$ cat src/midi_event_note_off_scheduler_core_defines.svh
// Assertion macros shared by the note-off scheduler modules.
// No dependencies; included by the modules that carry assertions.
`ifndef MIDI_EVENT_NOTE_OFF_SCHEDULER_CORE_DEFINES_SVH
`define MIDI_EVENT_NOTE_OFF_SCHEDULER_CORE_DEFINES_SVH

// The consequent must hold in the same cycle as the antecedent.
`define MNOS_ASSERT_HOLDS(label, clk, rst, ante, cons) \
   label: assert property (@(posedge clk) disable iff (rst) (ante) |-> (cons)) \
      else $error("assertion failed: same-cycle implication");

// The consequent must hold in the cycle after the antecedent.
`define MNOS_ASSERT_NEXT(label, clk, rst, ante, cons) \
   label: assert property (@(posedge clk) disable iff (rst) (ante) |=> (cons)) \
      else $error("assertion failed: next-cycle implication");

`endif

$ cat src/mnos_pkg.sv
// Shared types and constants of the MIDI note-off scheduler.
// No dependencies; imported by every module of the block.
package mnos_pkg;

   localparam int SLOTS_DEFAULT = 16;

   // Command queue between front and back.
   localparam int Q_DEPTH = 2;
   localparam int Q_PTR_W = (Q_DEPTH > 1) ? $clog2(Q_DEPTH) : 1;
   localparam int Q_CNT_W = $clog2(Q_DEPTH + 1);

   // Request codes.
   localparam logic [3:0] REQ_NOTE_ON   = 4'd0;
   localparam logic [3:0] REQ_NOTE_OFF  = 4'd1;
   localparam logic [3:0] REQ_CC        = 4'd2;
   localparam logic [3:0] REQ_TIMED     = 4'd3;
   localparam logic [3:0] REQ_CLOCK     = 4'd4;
   localparam logic [3:0] REQ_START     = 4'd5;
   localparam logic [3:0] REQ_CONTINUE  = 4'd6;
   localparam logic [3:0] REQ_STOP      = 4'd7;
   localparam logic [3:0] REQ_TICK      = 4'd8;
   localparam logic [3:0] REQ_ALL_OFF   = 4'd9;
   localparam logic [3:0] REQ_PANIC     = 4'd10;

   // MIDI status bytes and controller numbers.
   localparam logic [7:0] STATUS_NOTE_ON  = 8'h90;
   localparam logic [7:0] STATUS_NOTE_OFF = 8'h80;
   localparam logic [7:0] STATUS_CC       = 8'hB0;
   localparam logic [7:0] STATUS_CLOCK    = 8'hF8;
   localparam logic [7:0] STATUS_START    = 8'hFA;
   localparam logic [7:0] STATUS_CONTINUE = 8'hFB;
   localparam logic [7:0] STATUS_STOP     = 8'hFC;
   localparam logic [6:0] CC_ALL_NOTES_OFF = 7'd123;
   localparam logic [6:0] CC_ALL_SOUND_OFF = 7'd120;
   localparam logic [3:0] LAST_CHANNEL     = 4'hF;

   localparam logic [1:0] COUNT_CHANNEL  = 2'd3;
   localparam logic [1:0] COUNT_REALTIME = 2'd1;

   typedef enum logic [2:0] {
      OP_SINGLE,
      OP_NOTE_OFF,
      OP_TIMED,
      OP_TICK,
      OP_ALL_OFF,
      OP_PANIC
   } op_kind_type;

   typedef struct packed {
      op_kind_type op;
      logic [7:0]  status;
      logic [6:0]  first_data;
      logic [6:0]  second_data;
      logic [1:0]  byte_count;
      logic [3:0]  channel;
      logic [6:0]  key;
      logic [15:0] length;
      logic [31:0] tick;
   } cmd_type;

endpackage

$ cat src/mnos_front.sv
// Front end: accepts requests and decodes them into queue commands.
// Depends on mnos_pkg.
module mnos_front import mnos_pkg::*; (
   input  logic        req_valid,
   output logic        req_ready,
   input  logic [3:0]  req_type,
   input  logic [3:0]  req_channel,
   input  logic [6:0]  req_key_or_controller,
   input  logic [6:0]  req_velocity_or_value,
   input  logic [15:0] req_length_ticks,
   input  logic [31:0] req_tick_now,
   input  logic        q_full,
   output logic        q_push,
   output cmd_type     q_cmd
);

   logic keep;

   always_comb begin
      keep               = 1'b1;
      q_cmd.op           = OP_SINGLE;
      q_cmd.status       = STATUS_NOTE_ON | {4'h0, req_channel};
      q_cmd.first_data   = req_key_or_controller;
      q_cmd.second_data  = req_velocity_or_value;
      q_cmd.byte_count   = COUNT_CHANNEL;
      q_cmd.channel      = req_channel;
      q_cmd.key          = req_key_or_controller;
      q_cmd.length       = req_length_ticks;
      q_cmd.tick         = req_tick_now;
      case (req_type)
         REQ_NOTE_ON: begin
            q_cmd.op = OP_SINGLE;
         end
         REQ_NOTE_OFF: begin
            q_cmd.op     = OP_NOTE_OFF;
            q_cmd.status = STATUS_NOTE_OFF | {4'h0, req_channel};
         end
         REQ_CC: begin
            q_cmd.status = STATUS_CC | {4'h0, req_channel};
         end
         REQ_TIMED: begin
            q_cmd.op = OP_TIMED;
         end
         REQ_CLOCK, REQ_START, REQ_CONTINUE, REQ_STOP: begin
            q_cmd.first_data  = 7'd0;
            q_cmd.second_data = 7'd0;
            q_cmd.byte_count  = COUNT_REALTIME;
            if (req_type == REQ_CLOCK) begin
               q_cmd.status = STATUS_CLOCK;
            end else if (req_type == REQ_START) begin
               q_cmd.status = STATUS_START;
            end else if (req_type == REQ_CONTINUE) begin
               q_cmd.status = STATUS_CONTINUE;
            end else begin
               q_cmd.status = STATUS_STOP;
            end
         end
         REQ_TICK: begin
            q_cmd.op = OP_TICK;
         end
         REQ_ALL_OFF: begin
            q_cmd.op = OP_ALL_OFF;
         end
         REQ_PANIC: begin
            q_cmd.op = OP_PANIC;
         end
         default: begin
            // Unknown requests are taken and dropped.
            keep = 1'b0;
         end
      endcase
   end

   assign req_ready = !q_full;
   assign q_push    = req_valid && !q_full && keep;

endmodule

$ cat src/mnos_queue.sv
// Short command queue that decouples the decoder from the sequencer.
// Depends on mnos_pkg and the shared assertion macros.
`include "midi_event_note_off_scheduler_core_defines.svh"

module mnos_queue import mnos_pkg::*; (
   input  logic    clock,
   input  logic    reset,
   input  logic    push,
   input  cmd_type push_cmd,
   output logic    full,
   input  logic    pop,
   output logic    not_empty,
   output cmd_type head_cmd
);

   cmd_type              entry_ff [Q_DEPTH];
   logic [Q_PTR_W-1:0]   wr_ptr_ff, wr_ptr_in;
   logic [Q_PTR_W-1:0]   rd_ptr_ff, rd_ptr_in;
   logic [Q_CNT_W-1:0]   count_ff, count_in;

   always_comb begin
      wr_ptr_in = wr_ptr_ff;
      rd_ptr_in = rd_ptr_ff;
      count_in  = count_ff;
      if (push) begin
         wr_ptr_in = (wr_ptr_ff == Q_PTR_W'(Q_DEPTH - 1)) ? '0 : wr_ptr_ff + 1'b1;
      end
      if (pop) begin
         rd_ptr_in = (rd_ptr_ff == Q_PTR_W'(Q_DEPTH - 1)) ? '0 : rd_ptr_ff + 1'b1;
      end
      if (push && !pop) begin
         count_in = count_ff + 1'b1;
      end else if (pop && !push) begin
         count_in = count_ff - 1'b1;
      end
   end

   always_ff @(posedge clock) begin
      if (reset) begin
         wr_ptr_ff <= '0;
         rd_ptr_ff <= '0;
         count_ff  <= '0;
      end else begin
         wr_ptr_ff <= wr_ptr_in;
         rd_ptr_ff <= rd_ptr_in;
         count_ff  <= count_in;
      end
   end

   always_ff @(posedge clock) begin
      if (push) begin
         entry_ff[wr_ptr_ff] <= push_cmd;
      end
   end

   assign full      = (count_ff == Q_CNT_W'(Q_DEPTH));
   assign not_empty = (count_ff != '0);
   assign head_cmd  = entry_ff[rd_ptr_ff];

   `MNOS_ASSERT_HOLDS(a_count_bound, clock, reset, 1'b1, count_ff <= Q_CNT_W'(Q_DEPTH))

endmodule

$ cat src/mnos_back.sv
// Back end: sequencer that owns the note-off table and emits MIDI words.
// Depends on mnos_pkg and the shared assertion macros.
`include "midi_event_note_off_scheduler_core_defines.svh"

module mnos_back import mnos_pkg::*; #(
   parameter int SLOTS = SLOTS_DEFAULT
) (
   input  logic        clock,
   input  logic        reset,
   input  logic        q_not_empty,
   input  cmd_type     q_cmd,
   output logic        q_pop,
   output logic        rsp_valid,
   input  logic        rsp_ready,
   output logic [7:0]  rsp_out_status,
   output logic [6:0]  rsp_out_first_data,
   output logic [6:0]  rsp_out_second_data,
   output logic [1:0]  rsp_byte_count,
   output logic        rsp_no_free_slot,
   output logic        rsp_last
);

   localparam int IDX_W = (SLOTS > 1) ? $clog2(SLOTS) : 1;
   localparam logic [IDX_W-1:0] LAST_IDX = IDX_W'(SLOTS - 1);

   typedef enum logic [2:0] {
      S_IDLE,
      S_MSG,
      S_SCAN_MATCH,
      S_SCAN_FREE,
      S_SCAN_EXP,
      S_TICK_END,
      S_CC
   } state_type;

   state_type          state_ff, state_in;
   cmd_type            cmd_ff, cmd_in;
   logic [IDX_W-1:0]   idx_ff, idx_in;
   logic               full_ff, full_in;
   logic [31:0]        current_tick_ff, current_tick_in;
   logic [SLOTS-1:0]   active_ff, active_in;
   logic               held_ff, held_in;
   logic [3:0]         held_ch_ff, held_ch_in;
   logic [6:0]         held_note_ff, held_note_in;
   logic [3:0]         cc_chan_ff, cc_chan_in;
   logic               cc_phase_ff, cc_phase_in;

   logic               rsp_valid_ff, rsp_valid_in;
   logic [7:0]         rsp_status_ff, rsp_status_in;
   logic [6:0]         rsp_first_ff, rsp_first_in;
   logic [6:0]         rsp_second_ff, rsp_second_in;
   logic [1:0]         rsp_count_ff, rsp_count_in;
   logic               rsp_full_ff, rsp_full_in;
   logic               rsp_last_ff, rsp_last_in;

   logic [3:0]         slot_channel_ff [SLOTS];
   logic [6:0]         slot_note_ff [SLOTS];
   logic [31:0]        slot_off_tick_ff [SLOTS];
   logic               slot_we;
   logic [31:0]        slot_off_in;

   logic               can_put;
   logic               cur_active;
   logic [3:0]         cur_channel;
   logic [6:0]         cur_note;
   logic               cur_expired;
   logic               exp_stall;
   logic               panic_done;

   assign can_put     = !rsp_valid_ff || rsp_ready;
   assign cur_active  = active_ff[idx_ff];
   assign cur_channel = slot_channel_ff[idx_ff];
   assign cur_note    = slot_note_ff[idx_ff];
   assign cur_expired = cur_active && (current_tick_ff >= slot_off_tick_ff[idx_ff]);
   assign exp_stall   = (state_ff == S_SCAN_EXP) && cur_expired && held_ff && !can_put;
   assign slot_off_in = current_tick_ff + {16'h0000, cmd_ff.length};
   assign panic_done  = (state_ff == S_CC) && can_put && cc_phase_ff &&
                        (cmd_ff.op == OP_PANIC) && (cc_chan_ff == LAST_CHANNEL);

   always_comb begin
      state_in        = state_ff;
      cmd_in          = cmd_ff;
      idx_in          = idx_ff;
      full_in         = full_ff;
      current_tick_in = current_tick_ff;
      active_in       = active_ff;
      held_in         = held_ff;
      held_ch_in      = held_ch_ff;
      held_note_in    = held_note_ff;
      cc_chan_in      = cc_chan_ff;
      cc_phase_in     = cc_phase_ff;
      slot_we         = 1'b0;
      q_pop           = 1'b0;
      rsp_valid_in    = rsp_valid_ff && !rsp_ready;
      rsp_status_in   = rsp_status_ff;
      rsp_first_in    = rsp_first_ff;
      rsp_second_in   = rsp_second_ff;
      rsp_count_in    = rsp_count_ff;
      rsp_full_in     = rsp_full_ff;
      rsp_last_in     = rsp_last_ff;

      case (state_ff)
         S_IDLE: begin
            if (q_not_empty) begin
               q_pop   = 1'b1;
               cmd_in  = q_cmd;
               idx_in  = '0;
               full_in = 1'b0;
               held_in = 1'b0;
               cc_phase_in = 1'b0;
               case (q_cmd.op)
                  OP_SINGLE:   state_in = S_MSG;
                  OP_NOTE_OFF: state_in = S_SCAN_MATCH;
                  OP_TIMED:    state_in = S_SCAN_FREE;
                  OP_TICK: begin
                     current_tick_in = q_cmd.tick;
                     state_in        = S_SCAN_EXP;
                  end
                  OP_ALL_OFF: begin
                     cc_chan_in = q_cmd.channel;
                     state_in   = S_CC;
                  end
                  OP_PANIC: begin
                     cc_chan_in = 4'h0;
                     state_in   = S_CC;
                  end
                  default: state_in = S_IDLE;
               endcase
            end
         end
         S_MSG: begin
            if (can_put) begin
               rsp_valid_in  = 1'b1;
               rsp_status_in = cmd_ff.status;
               rsp_first_in  = cmd_ff.first_data;
               rsp_second_in = cmd_ff.second_data;
               rsp_count_in  = cmd_ff.byte_count;
               rsp_full_in   = full_ff;
               rsp_last_in   = 1'b1;
               state_in      = S_IDLE;
            end
         end
         S_SCAN_MATCH: begin
            if (cur_active && cur_channel == cmd_ff.channel && cur_note == cmd_ff.key) begin
               active_in[idx_ff] = 1'b0;
               state_in          = S_MSG;
            end else if (idx_ff == LAST_IDX) begin
               state_in = S_MSG;
            end else begin
               idx_in = idx_ff + 1'b1;
            end
         end
         S_SCAN_FREE: begin
            if (!cur_active) begin
               active_in[idx_ff] = 1'b1;
               slot_we           = 1'b1;
               state_in          = S_MSG;
            end else if (idx_ff == LAST_IDX) begin
               full_in  = 1'b1;
               state_in = S_MSG;
            end else begin
               idx_in = idx_ff + 1'b1;
            end
         end
         S_SCAN_EXP: begin
            // An expired slot is held back one find, so the final note-off
            // can be marked last once the scan is over.
            if (!exp_stall) begin
               if (cur_expired) begin
                  if (held_ff) begin
                     rsp_valid_in  = 1'b1;
                     rsp_status_in = STATUS_NOTE_OFF | {4'h0, held_ch_ff};
                     rsp_first_in  = held_note_ff;
                     rsp_second_in = 7'd0;
                     rsp_count_in  = COUNT_CHANNEL;
                     rsp_full_in   = 1'b0;
                     rsp_last_in   = 1'b0;
                  end
                  held_in           = 1'b1;
                  held_ch_in        = cur_channel;
                  held_note_in      = cur_note;
                  active_in[idx_ff] = 1'b0;
               end
               if (idx_ff == LAST_IDX) begin
                  state_in = S_TICK_END;
               end else begin
                  idx_in = idx_ff + 1'b1;
               end
            end
         end
         S_TICK_END: begin
            if (!held_ff) begin
               state_in = S_IDLE;
            end else if (can_put) begin
               rsp_valid_in  = 1'b1;
               rsp_status_in = STATUS_NOTE_OFF | {4'h0, held_ch_ff};
               rsp_first_in  = held_note_ff;
               rsp_second_in = 7'd0;
               rsp_count_in  = COUNT_CHANNEL;
               rsp_full_in   = 1'b0;
               rsp_last_in   = 1'b1;
               held_in       = 1'b0;
               state_in      = S_IDLE;
            end
         end
         S_CC: begin
            if (can_put) begin
               rsp_valid_in  = 1'b1;
               rsp_status_in = STATUS_CC | {4'h0, cc_chan_ff};
               rsp_first_in  = cc_phase_ff ? CC_ALL_SOUND_OFF : CC_ALL_NOTES_OFF;
               rsp_second_in = 7'd0;
               rsp_count_in  = COUNT_CHANNEL;
               rsp_full_in   = 1'b0;
               rsp_last_in   = cc_phase_ff &&
                               (cmd_ff.op == OP_ALL_OFF || cc_chan_ff == LAST_CHANNEL);
               if (!cc_phase_ff) begin
                  cc_phase_in = 1'b1;
               end else begin
                  cc_phase_in = 1'b0;
                  if (cmd_ff.op == OP_ALL_OFF) begin
                     state_in = S_IDLE;
                  end else if (cc_chan_ff == LAST_CHANNEL) begin
                     active_in = '0;
                     state_in  = S_IDLE;
                  end else begin
                     cc_chan_in = cc_chan_ff + 1'b1;
                  end
               end
            end
         end
         default: state_in = S_IDLE;
      endcase
   end

   always_ff @(posedge clock) begin
      if (reset) begin
         state_ff        <= S_IDLE;
         active_ff       <= '0;
         current_tick_ff <= '0;
         held_ff         <= 1'b0;
         rsp_valid_ff    <= 1'b0;
      end else begin
         state_ff        <= state_in;
         active_ff       <= active_in;
         current_tick_ff <= current_tick_in;
         held_ff         <= held_in;
         rsp_valid_ff    <= rsp_valid_in;
      end
      cmd_ff        <= cmd_in;
      idx_ff        <= idx_in;
      full_ff       <= full_in;
      held_ch_ff    <= held_ch_in;
      held_note_ff  <= held_note_in;
      cc_chan_ff    <= cc_chan_in;
      cc_phase_ff   <= cc_phase_in;
      rsp_status_ff <= rsp_status_in;
      rsp_first_ff  <= rsp_first_in;
      rsp_second_ff <= rsp_second_in;
      rsp_count_ff  <= rsp_count_in;
      rsp_full_ff   <= rsp_full_in;
      rsp_last_ff   <= rsp_last_in;
   end

   always_ff @(posedge clock) begin
      if (slot_we) begin
         slot_channel_ff[idx_ff]  <= cmd_ff.channel;
         slot_note_ff[idx_ff]     <= cmd_ff.key;
         slot_off_tick_ff[idx_ff] <= slot_off_in;
      end
   end

   assign rsp_valid           = rsp_valid_ff;
   assign rsp_out_status      = rsp_status_ff;
   assign rsp_out_first_data  = rsp_first_ff;
   assign rsp_out_second_data = rsp_second_ff;
   assign rsp_byte_count      = rsp_count_ff;
   assign rsp_no_free_slot    = rsp_full_ff;
   assign rsp_last            = rsp_last_ff;

   // A word that is not the last of its request leaves the sequencer busy.
   `MNOS_ASSERT_HOLDS(a_not_last_busy, clock, reset, rsp_valid_ff && !rsp_last_ff, state_ff != S_IDLE)
   // A stalled expiry scan keeps its place and its held note-off.
   `MNOS_ASSERT_NEXT(a_scan_stall, clock, reset, exp_stall, $stable(idx_ff) && held_ff)
   // The final panic word empties the note-off table.
   `MNOS_ASSERT_NEXT(a_panic_clear, clock, reset, panic_done, active_ff == '0)

endmodule

$ cat src/midi_event_note_off_scheduler_core.sv
// MIDI event scheduler with a pending note-off table of SLOTS entries.
// Single messages are put out directly; note-off, timed-note and tick requests
// first scan the slots, and a tick puts out its note-offs during its scan.
// The sequencer walks the table one slot per cycle, except that a tick scan waits
// while a held note-off cannot be put out; the queue takes requests until it is full.
// Reset clears the active flags, the current tick and the command queue.
module midi_event_note_off_scheduler_core import mnos_pkg::*; #(
   parameter int SLOTS = SLOTS_DEFAULT
) (
   input  logic        clock,
   input  logic        reset,
   input  logic        req_valid,
   output logic        req_ready,
   input  logic [3:0]  req_type,
   input  logic [3:0]  req_channel,
   input  logic [6:0]  req_key_or_controller,
   input  logic [6:0]  req_velocity_or_value,
   input  logic [15:0] req_length_ticks,
   input  logic [31:0] req_tick_now,
   output logic        rsp_valid,
   input  logic        rsp_ready,
   output logic [7:0]  rsp_out_status,
   output logic [6:0]  rsp_out_first_data,
   output logic [6:0]  rsp_out_second_data,
   output logic [1:0]  rsp_byte_count,
   output logic        rsp_no_free_slot,
   output logic        rsp_last
);

   logic    q_full;
   logic    q_push;
   cmd_type q_push_cmd;
   logic    q_pop;
   logic    q_not_empty;
   cmd_type q_head_cmd;

   mnos_front u_front (
      .req_valid             (req_valid),
      .req_ready             (req_ready),
      .req_type              (req_type),
      .req_channel           (req_channel),
      .req_key_or_controller (req_key_or_controller),
      .req_velocity_or_value (req_velocity_or_value),
      .req_length_ticks      (req_length_ticks),
      .req_tick_now          (req_tick_now),
      .q_full                (q_full),
      .q_push                (q_push),
      .q_cmd                 (q_push_cmd)
   );

   mnos_queue u_queue (
      .clock     (clock),
      .reset     (reset),
      .push      (q_push),
      .push_cmd  (q_push_cmd),
      .full      (q_full),
      .pop       (q_pop),
      .not_empty (q_not_empty),
      .head_cmd  (q_head_cmd)
   );

   mnos_back #(
      .SLOTS (SLOTS)
   ) u_back (
      .clock               (clock),
      .reset               (reset),
      .q_not_empty         (q_not_empty),
      .q_cmd               (q_head_cmd),
      .q_pop               (q_pop),
      .rsp_valid           (rsp_valid),
      .rsp_ready           (rsp_ready),
      .rsp_out_status      (rsp_out_status),
      .rsp_out_first_data  (rsp_out_first_data),
      .rsp_out_second_data (rsp_out_second_data),
      .rsp_byte_count      (rsp_byte_count),
      .rsp_no_free_slot    (rsp_no_free_slot),
      .rsp_last            (rsp_last)
   );

endmodule
$ cat config.mk
export PLATFORM = sky130hd
export DESIGN_NAME = midi_event_note_off_scheduler_core
export DESIGN_NICKNAME = d
export VERILOG_FILES = /design/src/mnos_pkg.sv /design/src/mnos_front.sv /design/src/mnos_queue.sv /design/src/mnos_back.sv /design/src/midi_event_note_off_scheduler_core.sv
export VERILOG_INCLUDE_DIRS = /design/src /design/src/src
export SDC_FILE = /design/constraint.sdc
export NUM_CORES = 1
export LEC_CHECK = 0
export BUFFER_PORTS_ARGS = -buffer_cell sky130_fd_sc_hd__buf_2
export CORE_UTILIZATION = 39
export CTS_BUF_LIST = sky130_fd_sc_hd__clkbuf_2 sky130_fd_sc_hd__clkbuf_4 sky130_fd_sc_hd__clkbuf_8
export DETAILED_ROUTE_END_ITERATION = 16
export GPL_TIMING_DRIVEN = 0
export MAX_ROUTING_LAYER = met4
export PLACE_DENSITY = 0.65
export SYNTH_ARGS = -nofsm -noshare
export SYNTH_HDL_FRONTEND = slang
export SYNTH_SLANG_ARGS = --single-unit
$ cat constraint.sdc
create_clock -name clock -period 6.36 [get_ports clock]
set_input_delay 0.636 -clock clock [delete_from_list [all_inputs] [get_ports clock]]
set_output_delay 0.636 -clock clock [all_outputs]
set_load 0.005 [all_outputs]
# Word-level counts from Yosys, hierarchy flattened
# Memory sizes are Yosys's and may differ from the RTL's. A register that Yosys moved wholly into a read port is not among the register bits.
# Cells that the tools add are included.
# word_totals
wordCells	266
mem_bits_rw	860
ff_bits	158
output_inout_bits	28
memories	4
input_bits	74
# op_classes
n_reduce_logical	49
bitwise	4
add_sub_neg	7
muxes	124
n_lt_le_gt_ge	3
eq_ne	47
# memory_table
memory	words	width	read_ports	rd_clocked_by_memory_dff	wr	line	rtl
u_back.slot_off_tick_ff	16	32	1	1	1	mnos_back.sv:58	logic [31:0] slot_off_tick_ff [SLOTS];
u_queue.entry_ff	2	86	1	1	1	mnos_queue.sv:16	cmd_type entry_ff [Q_DEPTH];
u_back.slot_note_ff	16	7	1	1	1	mnos_back.sv:57	logic [6:0] slot_note_ff [SLOTS];
u_back.slot_channel_ff	16	4	1	1	1	mnos_back.sv:56	logic [3:0] slot_channel_ff [SLOTS];
# op_table
op	n
two-way mux 16 bit	9
two-way mux 7 bit	13
two-way mux 8 bit	8
one-hot mux 16 bit (4 select lines)	1
one-hot mux 7 bit (4 select lines)	2
two-way mux 4 bit	13
two-way mux 3 bit	14
two-way mux 1 bit	38
adder 32 x 16 -> 32 bit	1
>= comparator 32 bit	1
one-hot mux 8 bit (4 select lines)	1
one-hot mux 3 bit (5 select lines)	2
one-hot mux 8 bit (3 select lines)	1
one-hot mux 3 bit (7 select lines)	1
equality test 4 bit, second input constant	5
!= test 2 x 1 -> 1 bit, second input constant	10
equality test 3 bit, second input constant	6
two-way mux 2 bit	9
AND reduction 6 bit	3
AND 16 bit	1
equality test 4 x 3 -> 1 bit, second input constant	4
!= test 2 bit, second input constant	8
inverter 16 bit	1
bitwise OR 16 bit	1
other kinds (41)	81

# Logic depth before layout (Yosys ltp)
# Gate-level depths: netlist of run 1.
# depth
depth_word	9
mapped_depth	19
ltp_nobuf	13

# Modules after synthesis
# A second synthesis of run 1 with hierarchy kept.
# hier_totals
hier_cells	2283
hier_area_um2	41853.9
# modules_own_cells
mod	cells_per_inst	area_per_inst_um2	n_inst
mnos_back	1891	34505.6	1
mnos_queue	290	6617.6	1
mnos_front	102	730.7	1

# Least setup slack after synthesis of run 1
# Ideal clock, no wire load.
# synth_path
path_type	register to register
startpoint	register with a tool-made name
endpoint	register u_back.rsp_first_ff[0] (netlist: u_back.rsp_out_first_data[0]) (enable)
n_path_buf	5
setup_time_ns	0.407
t_arrival_ns	5.033
stages_incl_launch_ff	19
setup_slack_ns	0.920
required_ns	5.953
period_less_slack_ns	5.440
path_cell_list	dfxtp_1 > buf_6 > buf_6 > buf_4 > clkbuf_1 > buf_1 > mux4_2 > mux4_2 > inv_1 > ha_1 > and3_1 > nor4b_1 > a311oi_1 > a21oi_1 > nand2_1 > nor2_1 > o21ai_0 > o311ai_0 > a21boi_0
# synth_rtl
element	line	rtl
end signal: assignment	mnos_back.sv:257	rsp_first_ff <= rsp_first_in;
end: declaration	mnos_back.sv:50	logic [6:0] rsp_first_ff, rsp_first_in;

==> results of run 1 <==
-- what timing repair did --
item / 4_1_cts / 5_1_grt
hold buffers: 55 / 0
endpoints found under the hold margin: 110 / 0
setup endpoints to repair: 61 / 33
resized for setup: 38 / 18
-- registers in the layout, indices dropped and copies added (netlist names), 4 cells and up, named ones only --
name / cells
u_back.slot_channel_ff: 64
u_back.current_tick_ff: 32
u_back.cmd_ff: 52
u_back.held_note_ff: 7
u_back.rsp_out_status: 7
u_back.idx_ff: 4
u_back.active_ff: 16
u_back.cc_chan_ff: 4
u_queue.entry_ff: 168
u_back.held_ch_ff: 4
u_back.rsp_out_first_data: 7
u_back.slot_off_tick_ff: 512
u_back.rsp_out_second_data: 7
u_back.slot_note_ff: 112
-- synth_stat cells, types with 4 or more instances --
master and instances:
sky130_fd_sc_hd__o21ai_0 29, sky130_fd_sc_hd__buf_1 18, sky130_fd_sc_hd__buf_2 12, sky130_fd_sc_hd__xor2_1 12, sky130_fd_sc_hd__nand2_1 77, sky130_fd_sc_hd__nor2b_1 20
sky130_fd_sc_hd__buf_6 6, sky130_fd_sc_hd__mux2_4 4, sky130_fd_sc_hd__nor3_1 16, sky130_fd_sc_hd__xnor2_1 47, sky130_fd_sc_hd__mux2_2 64, sky130_fd_sc_hd__o22ai_1 7
sky130_fd_sc_hd__a21oi_1 62, sky130_fd_sc_hd__or3_1 7, sky130_fd_sc_hd__o31ai_1 11, sky130_fd_sc_hd__buf_4 4, sky130_fd_sc_hd__o21a_1 6, sky130_fd_sc_hd__mux4_2 197
sky130_fd_sc_hd__a211oi_1 42, sky130_fd_sc_hd__nand4_1 8, sky130_fd_sc_hd__nand2b_1 21, sky130_fd_sc_hd__nor4_1 4, sky130_fd_sc_hd__and3_1 10, sky130_fd_sc_hd__nand3b_1 4
sky130_fd_sc_hd__o31ai_2 6, sky130_fd_sc_hd__o211ai_1 5, sky130_fd_sc_hd__nand3_1 33, sky130_fd_sc_hd__nor2_1 79, sky130_fd_sc_hd__o22a_1 5, sky130_fd_sc_hd__mux2i_1 57
sky130_fd_sc_hd__edfxtp_1 953, sky130_fd_sc_hd__clkbuf_1 64, sky130_fd_sc_hd__inv_1 65, sky130_fd_sc_hd__or2_2 4, sky130_fd_sc_hd__and2_1 26, sky130_fd_sc_hd__a31oi_1 9
sky130_fd_sc_hd__o21bai_1 4, sky130_fd_sc_hd__mux4_1 4, sky130_fd_sc_hd__dfxtp_1 62, sky130_fd_sc_hd__ha_1 54
-- worst max-delay path: cells and delay by family, from the launching register on --
family          cells  cell delay, ns
compound gates      6            1.62
fa+ha+maj           1            0.24
simple gates        3            0.63
flops               1            0.30
buf+inv             7            2.55
mux                 1            0.43
-- power by group through the flow --
stage | registers, uW | logic, uW | clock network, uW
finish | 8610 | 4410 | 5240
global route | 8660 | 4750 | 5610
CTS | 8610 | 4420 | 5340
detailed placement | 8750 | 4340 | 0
global placement | 8760 | 4200 | 0
floorplan | 8640 | 3000 | 0
-- metal layers --
layer / up-vias / part of all wire [%]
met3: 158 / 6.4
met2: 821 / 51
li1: 9328 / -
met1: 11200 / 41
met4: 0 / 2.2
met5: - / 0
-- kinds of logic (layout without fill, tap and decap cells) --
kind of cell               count (synthesis)  in the layout
AOI/OAI and AO/OA                        214            214
xor gates and xnor gates                  59             59
adders and majority gates                 55             55
buffers and inverters                    172            620
DFF                                     1015           1015
muxes                                    328            328
other                                      1              3
and+or+nand+nor                          316            316
-- stage by stage --
stage                     hold slack (ns)  cell area [sq um]  total power [uW]  TNS (ns)
after floorplan                     0.445              40800             11600         0
after global placement              0.457              43000             13000   -289.69
after detailed placement            0.466              43500             13100    -20.28
after CTS                          0.0117              47200             18400         0
after global routing               0.0226              47200             19000         0
final                              0.0765              47200             18300         0
-- cell type report --
| class | instances | area, sq um |
|---|---|---|
| diodes | 1 | 2.50 |
| plain buffers | 105 | 588 |
| clock buffers | 215 | 2670 |
| clock inverters | 62 | 343 |
| fillers | 8755 | 56500 |
| inverters | 66 | 280 |
| multi-input cells | 974 | 10200 |
| flip-flops and latches | 1015 | 29900 |
| well taps | 1380 | 1730 |
| repair buffers | 172 | 1470 |
-- final timing paths --
kind | slack (ns) | depth (start not counted) | end
setup / recovery | 0.28 | 18 | u_back.rsp_out_second_data[0]
hold / removal | 0.08 | 1 | u_queue.entry_ff[0][54]
setup reg to reg | 0.28 | 18 | u_back.rsp_out_second_data[0]
hold reg to reg | 0.47 | 2 | u_back.active_ff[7]
==> reports/qor.yml, run 1 <==
run_status:
  status: "finished, violations left"
  failed_checks: "max-capacitance violations, max-slew violations"
cells_and_area:
  drive_gt1_share_pct: 27.6
  areaGrowthSynthToFinish_pct: 15.7
  final_common_cell: "sky130_fd_sc_hd__edfxtp_1"
  final_util_pct: 45.5
  final_cell_count_no_fill: 3990
  fin_nets: 2614
  mostFrequentLayoutCells: "sky130_fd_sc_hd__edfxtp_1, sky130_fd_sc_hd__mux4_2, sky130_fd_sc_hd__clkbuf_8"
sta:
  worst_slew_margin_rel_pct: -3.97
  final_period_minus_worst_setup_slack_ns: 6.08
  slew_at_the_pin_with_the_worst_max_slew_slack_ns: 1.56
  rsz0062_at_grt: "false"
  fmaxAchievable_mhz: 164
  final_critical_path_setup_slack_ns: 0.277
  setup_viol_count_final: 0
  final-max-slew-violation-count: 17
  hold_violations: 0
  finalCritPeriodShare_pct: 95.6
  clock_skew_ns: 0.0315
cts:
  cts_tree: "yes"
  post-cts-setup-buffer-count: 0
  cts.sinks: 1015
  cts_root_buf: "sky130_fd_sc_hd__clkbuf_8"
  worst_skew_pair.late_latency_ns: 0.82
  clkTransAtPathRegs_ns: 0.06
  cts-htree-levels: 4
  max_root_sink_buffers: 3
  cts-buffers-inserted: 151
pwr:
  pwr-share-seq_pct: 47.2
  switching_power_uw: 5370
  power.leakage_uw: 0.0155
  power.switching_fraction_pct: 29.4
  power_frac_clock_pct: 28.7
  cell_internal_pwr_uw: 12900
  ir_drop_mv: 0.266
  power.density_cell_area_nw_per_um2: 387
  combinationalPowerShare_pct: 24.1
logic_synthesis:
  netlist.area_leader.share_pct: 70.2
  synth-compound-area-share_pct: 3.56
  count_of_mapped_cells_out_of_synthesis: 2160
  count_of_flip_flops_with_a_built_in_enable_after_synthesis: 953
  yosysSeqAreaShare_pct: 73.2
  synthesized_area_fraction_occupied_by_and_or_nand_nor_cells_pct: 3.81
  syn_area_sq_um: 40800
  yosysTopAreaCell: "sky130_fd_sc_hd__edfxtp_1"
  synth_area_leaders: "sky130_fd_sc_hd__edfxtp_1, sky130_fd_sc_hd__mux4_2, sky130_fd_sc_hd__dfxtp_1"
  synth_top_family_by_area: "multiplexers"
  synth_fa_ha_area_share_pct: 1.71
  synthXorXnorAreaFrac_pct: 1.27
  synth.mux.area_fraction_pct: 14.6
  postSynth.topFlopCell: "sky130_fd_sc_hd__edfxtp_1"
  postSynth.asyncResetShare_pct: 0
  avgSynthCellArea_sq_um: 18.9
  synth_seq_cells: 1015
  number_of_distinct_library_cell_variants_in_the_gate_level_netlist_after_synthesis: 67
  count_of_synthesis_stage_warnings_from_yosys: 0
global_route:
  grt_overflow_total: 0
  gr-usage-met3_pct: 3.06
  antenna_found_initial: 1
  grt_use_total_pct: 19.1
  grt_use_met1_pct: 24.2
  grt_start_max_net_pins: 65
  grt_pass1_vias: 22200
  grt.busiest_layer: "met2"
  grt.met2_usage_pct: 31.5
  grt_pass1_wl_um: 144000
routing:
  drc_errors: 0
  first_iter_violations: 2127
  drt_pre_antenna_iters: 5
  wl_per_cell_um: 24.5
  detail_route.wirelength_um: 97600
  viasPerCell: 5.39
  vias: 21500
  antenna_left: 0
die:
  floorplan.core_area_sq_um: 104000
  dieWidth_um: 325
  number_of_i_o_pins: 102
  initial_utilization_pct: 39.3
  die_area_sq_um: 106000
  chipHeight_um: 325
  std_cell_rows: 118
critical_path:
  critical_path.startpoint_type: "register"
  cpMostUsedCell: "sky130_fd_sc_hd__buf_2"
  path_cells: "buf_2, buf_2, buf_2, buf_2, clkbuf_1, mux4_2, inv_1, ha_1, and3_1, a221o_1, a311oi_2, o2111ai_1, nand2_1, nor2_1, o21ai_0, o311ai_0, a21boi_1, buf_4"
  critical_path.endpoint_type: "register"
  cp_data_required_time_ns: 6.91
  worst_path_max_delay_cell: "sky130_fd_sc_hd__clkbuf_1"
  path_max_fanout: 10
  criticalPathCategory: "register to register"
  critical-path-max-stage-delay_ns: 0.75
  worst_ep_arrival_time_ns: 6.63
placement:
  place_hpwl_um: 59400
  buffer_ports.inserted: 98
  routabilityCongestion: 0.854
  post_placement_worst_setup_slack_ns: -0.539
  numPlacedInstances: 3657
hold_path:
  hold_path_class: "primary input to register"
  min-delay-start: "req_key_or_controller[6]"
run:
  max-cap-violations: 1
Power figures use the tool's default switching activity.
==> inputs of run 2 (changes only) <==
CORE_MARGIN = 10   (was unset)
HOLD_SLACK_MARGIN = 0.15   (was unset)
==> run 2 against run 1 <==
Compared with the run above:
- the flow now finishes without violations
- first-iteration DRC count rose by 5.0%
- combinational power rose by 0.9%
- non-clock buffer count rose by 13
- count of clock-buffer cells in the layout fell by 5
- maximum frequency rose by 0.67%
- cell count rose by 0.28%
- total power rose by 0.78%
- flip-flop and latch count did not move
- routed wire length rose by 1.6%
- clock skew rose by 0.00070 ns
- sequential share of layout area fell by 0.18 points
- critical path type unchanged
- critical endpoint is now u_back.active_ff[6]
==> reports/qor.yml, run 2 (same netlist as run 1, synthesis figures left out) <==
run_status:
  status: "completed"
hold_path:
  hold_path_class: "primary input to register"
critical_path:
  r2r_end: "u_back.active_ff[6]"
  critical_path.startpoint_type: "register"
  worstSetupPathDepth: 19
  reg2reg_setup_slack_ns: 0.32
  path_max_fanout: 10
  worst_ep_arrival_time_ns: 6.76
  timing.critical_path.max_delay_family: "buffers and inverters"
  cp.buffers_inverters: 7
  criticalPathCategory: "register to register"
  worst-r2r-cell-count: 19
  worst_path_max_delay_cell: "sky130_fd_sc_hd__mux4_2"
  timing.critical_path.to: "u_back.active_ff[6]"
  critical_path.endpoint_type: "register"
  path_cells: "buf_6, buf_6, buf_4, clkbuf_4, clkbuf_4, mux4_2, mux4_2, inv_1, ha_1, and3_1, a221o_1, a311oi_2, o2111ai_1, nand2_1, a21oi_1, nor3_2, buf_2, o31ai_2, a21oi_1"
  critical-path-max-stage-delay_ns: 0.54
  cp_data_required_time_ns: 7.08
pwr:
  power.leakage_uw: 0.0155
  pwr-share-seq_pct: 46.9
  power_frac_clock_pct: 28.9
  p_total_uw: 18400
  cell_internal_pwr_uw: 13000
  ir_drop_mv: 0.249
  power.switching_fraction_pct: 29.5
  switching_power_uw: 5430
  power.density_cell_area_nw_per_um2: 389
  combinationalPowerShare_pct: 24.2
global_route:
  grt_overflow_total: 0
  grt_pass1_vias: 22700
  grt_start_max_net_pins: 68
  antenna_found_initial: 2
  grt_pass1_wl_um: 147000
  grt_use_total_pct: 17.2
sta:
  worst_slew_margin_rel_pct: 7.93
  setup_total_negative_slack_ns: 0
  setup_viol_count_final: 0
  finalCritPeriodShare_pct: 95.0
  final_period_minus_worst_setup_slack_ns: 6.04
  clock_skew_ns: 0.0322
  hold_violations: 0
  fmaxAchievable_mhz: 165
  slew_at_the_pin_with_the_worst_max_slew_slack_ns: 1.37
  fin_worst_hold_slack_ns: 0.249
  final-max-slew-violation-count: 0
  rsz0062_at_grt: "false"
  final_critical_path_setup_slack_ns: 0.317
cells_and_area:
  final_common_cell: "sky130_fd_sc_hd__edfxtp_1"
  mostFrequentLayoutCells: "sky130_fd_sc_hd__edfxtp_1, sky130_fd_sc_hd__mux4_2, sky130_fd_sc_hd__clkbuf_8"
  areaGrowthSynthToFinish_pct: 16.1
  fin_nets: 2626
  largest_registers: "u_back.slot_off_tick_ff (512), u_queue.entry_ff (168), u_back.slot_note_ff (112)"
  fillCellCount: 8776
  max_flop_register: "u_back.slot_off_tick_ff"
  largest_register_ffs: 512
  drive_gt1_share_pct: 27.4
  final_cell_count_no_fill: 4001
die:
  number_of_i_o_pins: 102
  chipHeight_um: 343
  floorplan.core_area_sq_um: 104000
  std_cell_rows: 118
  die_area_sq_um: 118000
  initial_utilization_pct: 39.3
  dieWidth_um: 343
cts:
  cts_root_buf: "sky130_fd_sc_hd__clkbuf_8"
  cts_tree: "yes"
  worst_skew_pair.late_latency_ns: 0.82
  max_root_sink_buffers: 3
  cts-htree-levels: 4
  cts-buffers-inserted: 150
  clkTransAtPathRegs_ns: 0.06
  cts.sinks: 1015
routing:
  drt_pre_antenna_iters: 6
  vias: 21700
  antenna_left: 0
  first_iter_violations: 2234
  detail_route.wirelength_um: 99200
  drc_errors: 0
  viasPerCell: 5.42
  wl_per_cell_um: 24.8
placement:
  place_hpwl_um: 59700
  routabilityCongestion: 0.862
  numPlacedInstances: 3656
  post_placement_worst_setup_slack_ns: -0.695
  buffer_ports.inserted: 98
run:
  max-cap-violations: 0
==> run 2: worst min path at each step <==
| stage | startpoint | end | slack, ns | depth (start not counted) |
|---|---|---|---|---|
| detailed placement | u_back.active_ff[0] | u_back.active_ff[0] | 0.47 | 2 |
| global route | rsp_ready | u_back.rsp_valid | 0.26 | 3 |
| floorplan | u_back.active_ff[14] | u_back.active_ff[14] | 0.45 | 2 |
| CTS | rsp_ready | u_back.rsp_valid | 0.18 | 3 |
| finish | rsp_ready | u_back.rsp_valid | 0.25 | 3 |
| global placement | u_back.active_ff[13] | u_back.active_ff[13] | 0.46 | 2 |
==> run 2: per-layer routing <==
metal	global-route usage [%]	up-vias	wire length, um
li1	-	9363	-
met4	5.25	0	2420
met1	22.0	11200	40400
met2	28.4	913	49700
met3	2.73	166	6630
met5	-	-	0
==> run 2: cell type report <==
| class | count | area (sq um) | area share (%) |
|---|---|---|---|
| inverters | 66 | 280 | 0.592 |
| clock buffers | 210 | 2550 | 5.39 |
| flip-flops and latches | 1015 | 29900 | 63.1 |
| repair buffers | 185 | 1600 | 3.39 |
| well taps | 1380 | 1730 | 3.65 |
| plain buffers | 105 | 586 | 1.24 |
| multi-input cells | 974 | 10200 | 21.6 |
| clock inverters | 64 | 468 | 0.989 |
| diodes | 2 | 5.00 | 0.0106 |
==> run 2: metrics by stage <==
stage,instance area [sq um],util (%)
CTS,47300,45.6
detailed placement,43500,41.9
global placement,43000,41.5
global route,47300,45.7
finish,47300,45.7
floorplan,40800,-
==> run 2: worst reg2reg max path: stages, from the launching register on <==
cell and delay (ns):
sky130_fd_sc_hd__dfxtp_1 0.33, sky130_fd_sc_hd__buf_6 0.17, sky130_fd_sc_hd__buf_6 0.20, sky130_fd_sc_hd__buf_4 0.30, sky130_fd_sc_hd__clkbuf_4 0.36, sky130_fd_sc_hd__clkbuf_4 0.39, sky130_fd_sc_hd__mux4_2 0.55, sky130_fd_sc_hd__mux4_2 0.47
sky130_fd_sc_hd__inv_1 0.12, sky130_fd_sc_hd__ha_1 0.26, sky130_fd_sc_hd__and3_1 0.25, sky130_fd_sc_hd__a221o_1 0.37, sky130_fd_sc_hd__a311oi_2 0.43, sky130_fd_sc_hd__o2111ai_1 0.22, sky130_fd_sc_hd__nand2_1 0.34, sky130_fd_sc_hd__a21oi_1 0.14
sky130_fd_sc_hd__nor3_2 0.39, sky130_fd_sc_hd__buf_2 0.39, sky130_fd_sc_hd__o31ai_2 0.13, sky130_fd_sc_hd__a21oi_1 0.17
==> run 2: repair_timing <==
action,in CTS,in global routing
hold buffers,68,0
setup endpoints to repair,63,32
endpoints found under the hold margin,150,0
setup buffers,0,1
gates cloned,0,0
resized for setup,47,25
==> run 2: power by group through the flow <==
stage | Clock, uW | Combinational, uW | Sequential [uW]
floorplan | 0 | 3000 | 8640
global placement | 0 | 4190 | 8760
detailed placement | 0 | 4340 | 8760
CTS | 5410 | 4430 | 8620
global route | 5710 | 4790 | 8670
finish | 5330 | 4450 | 8630
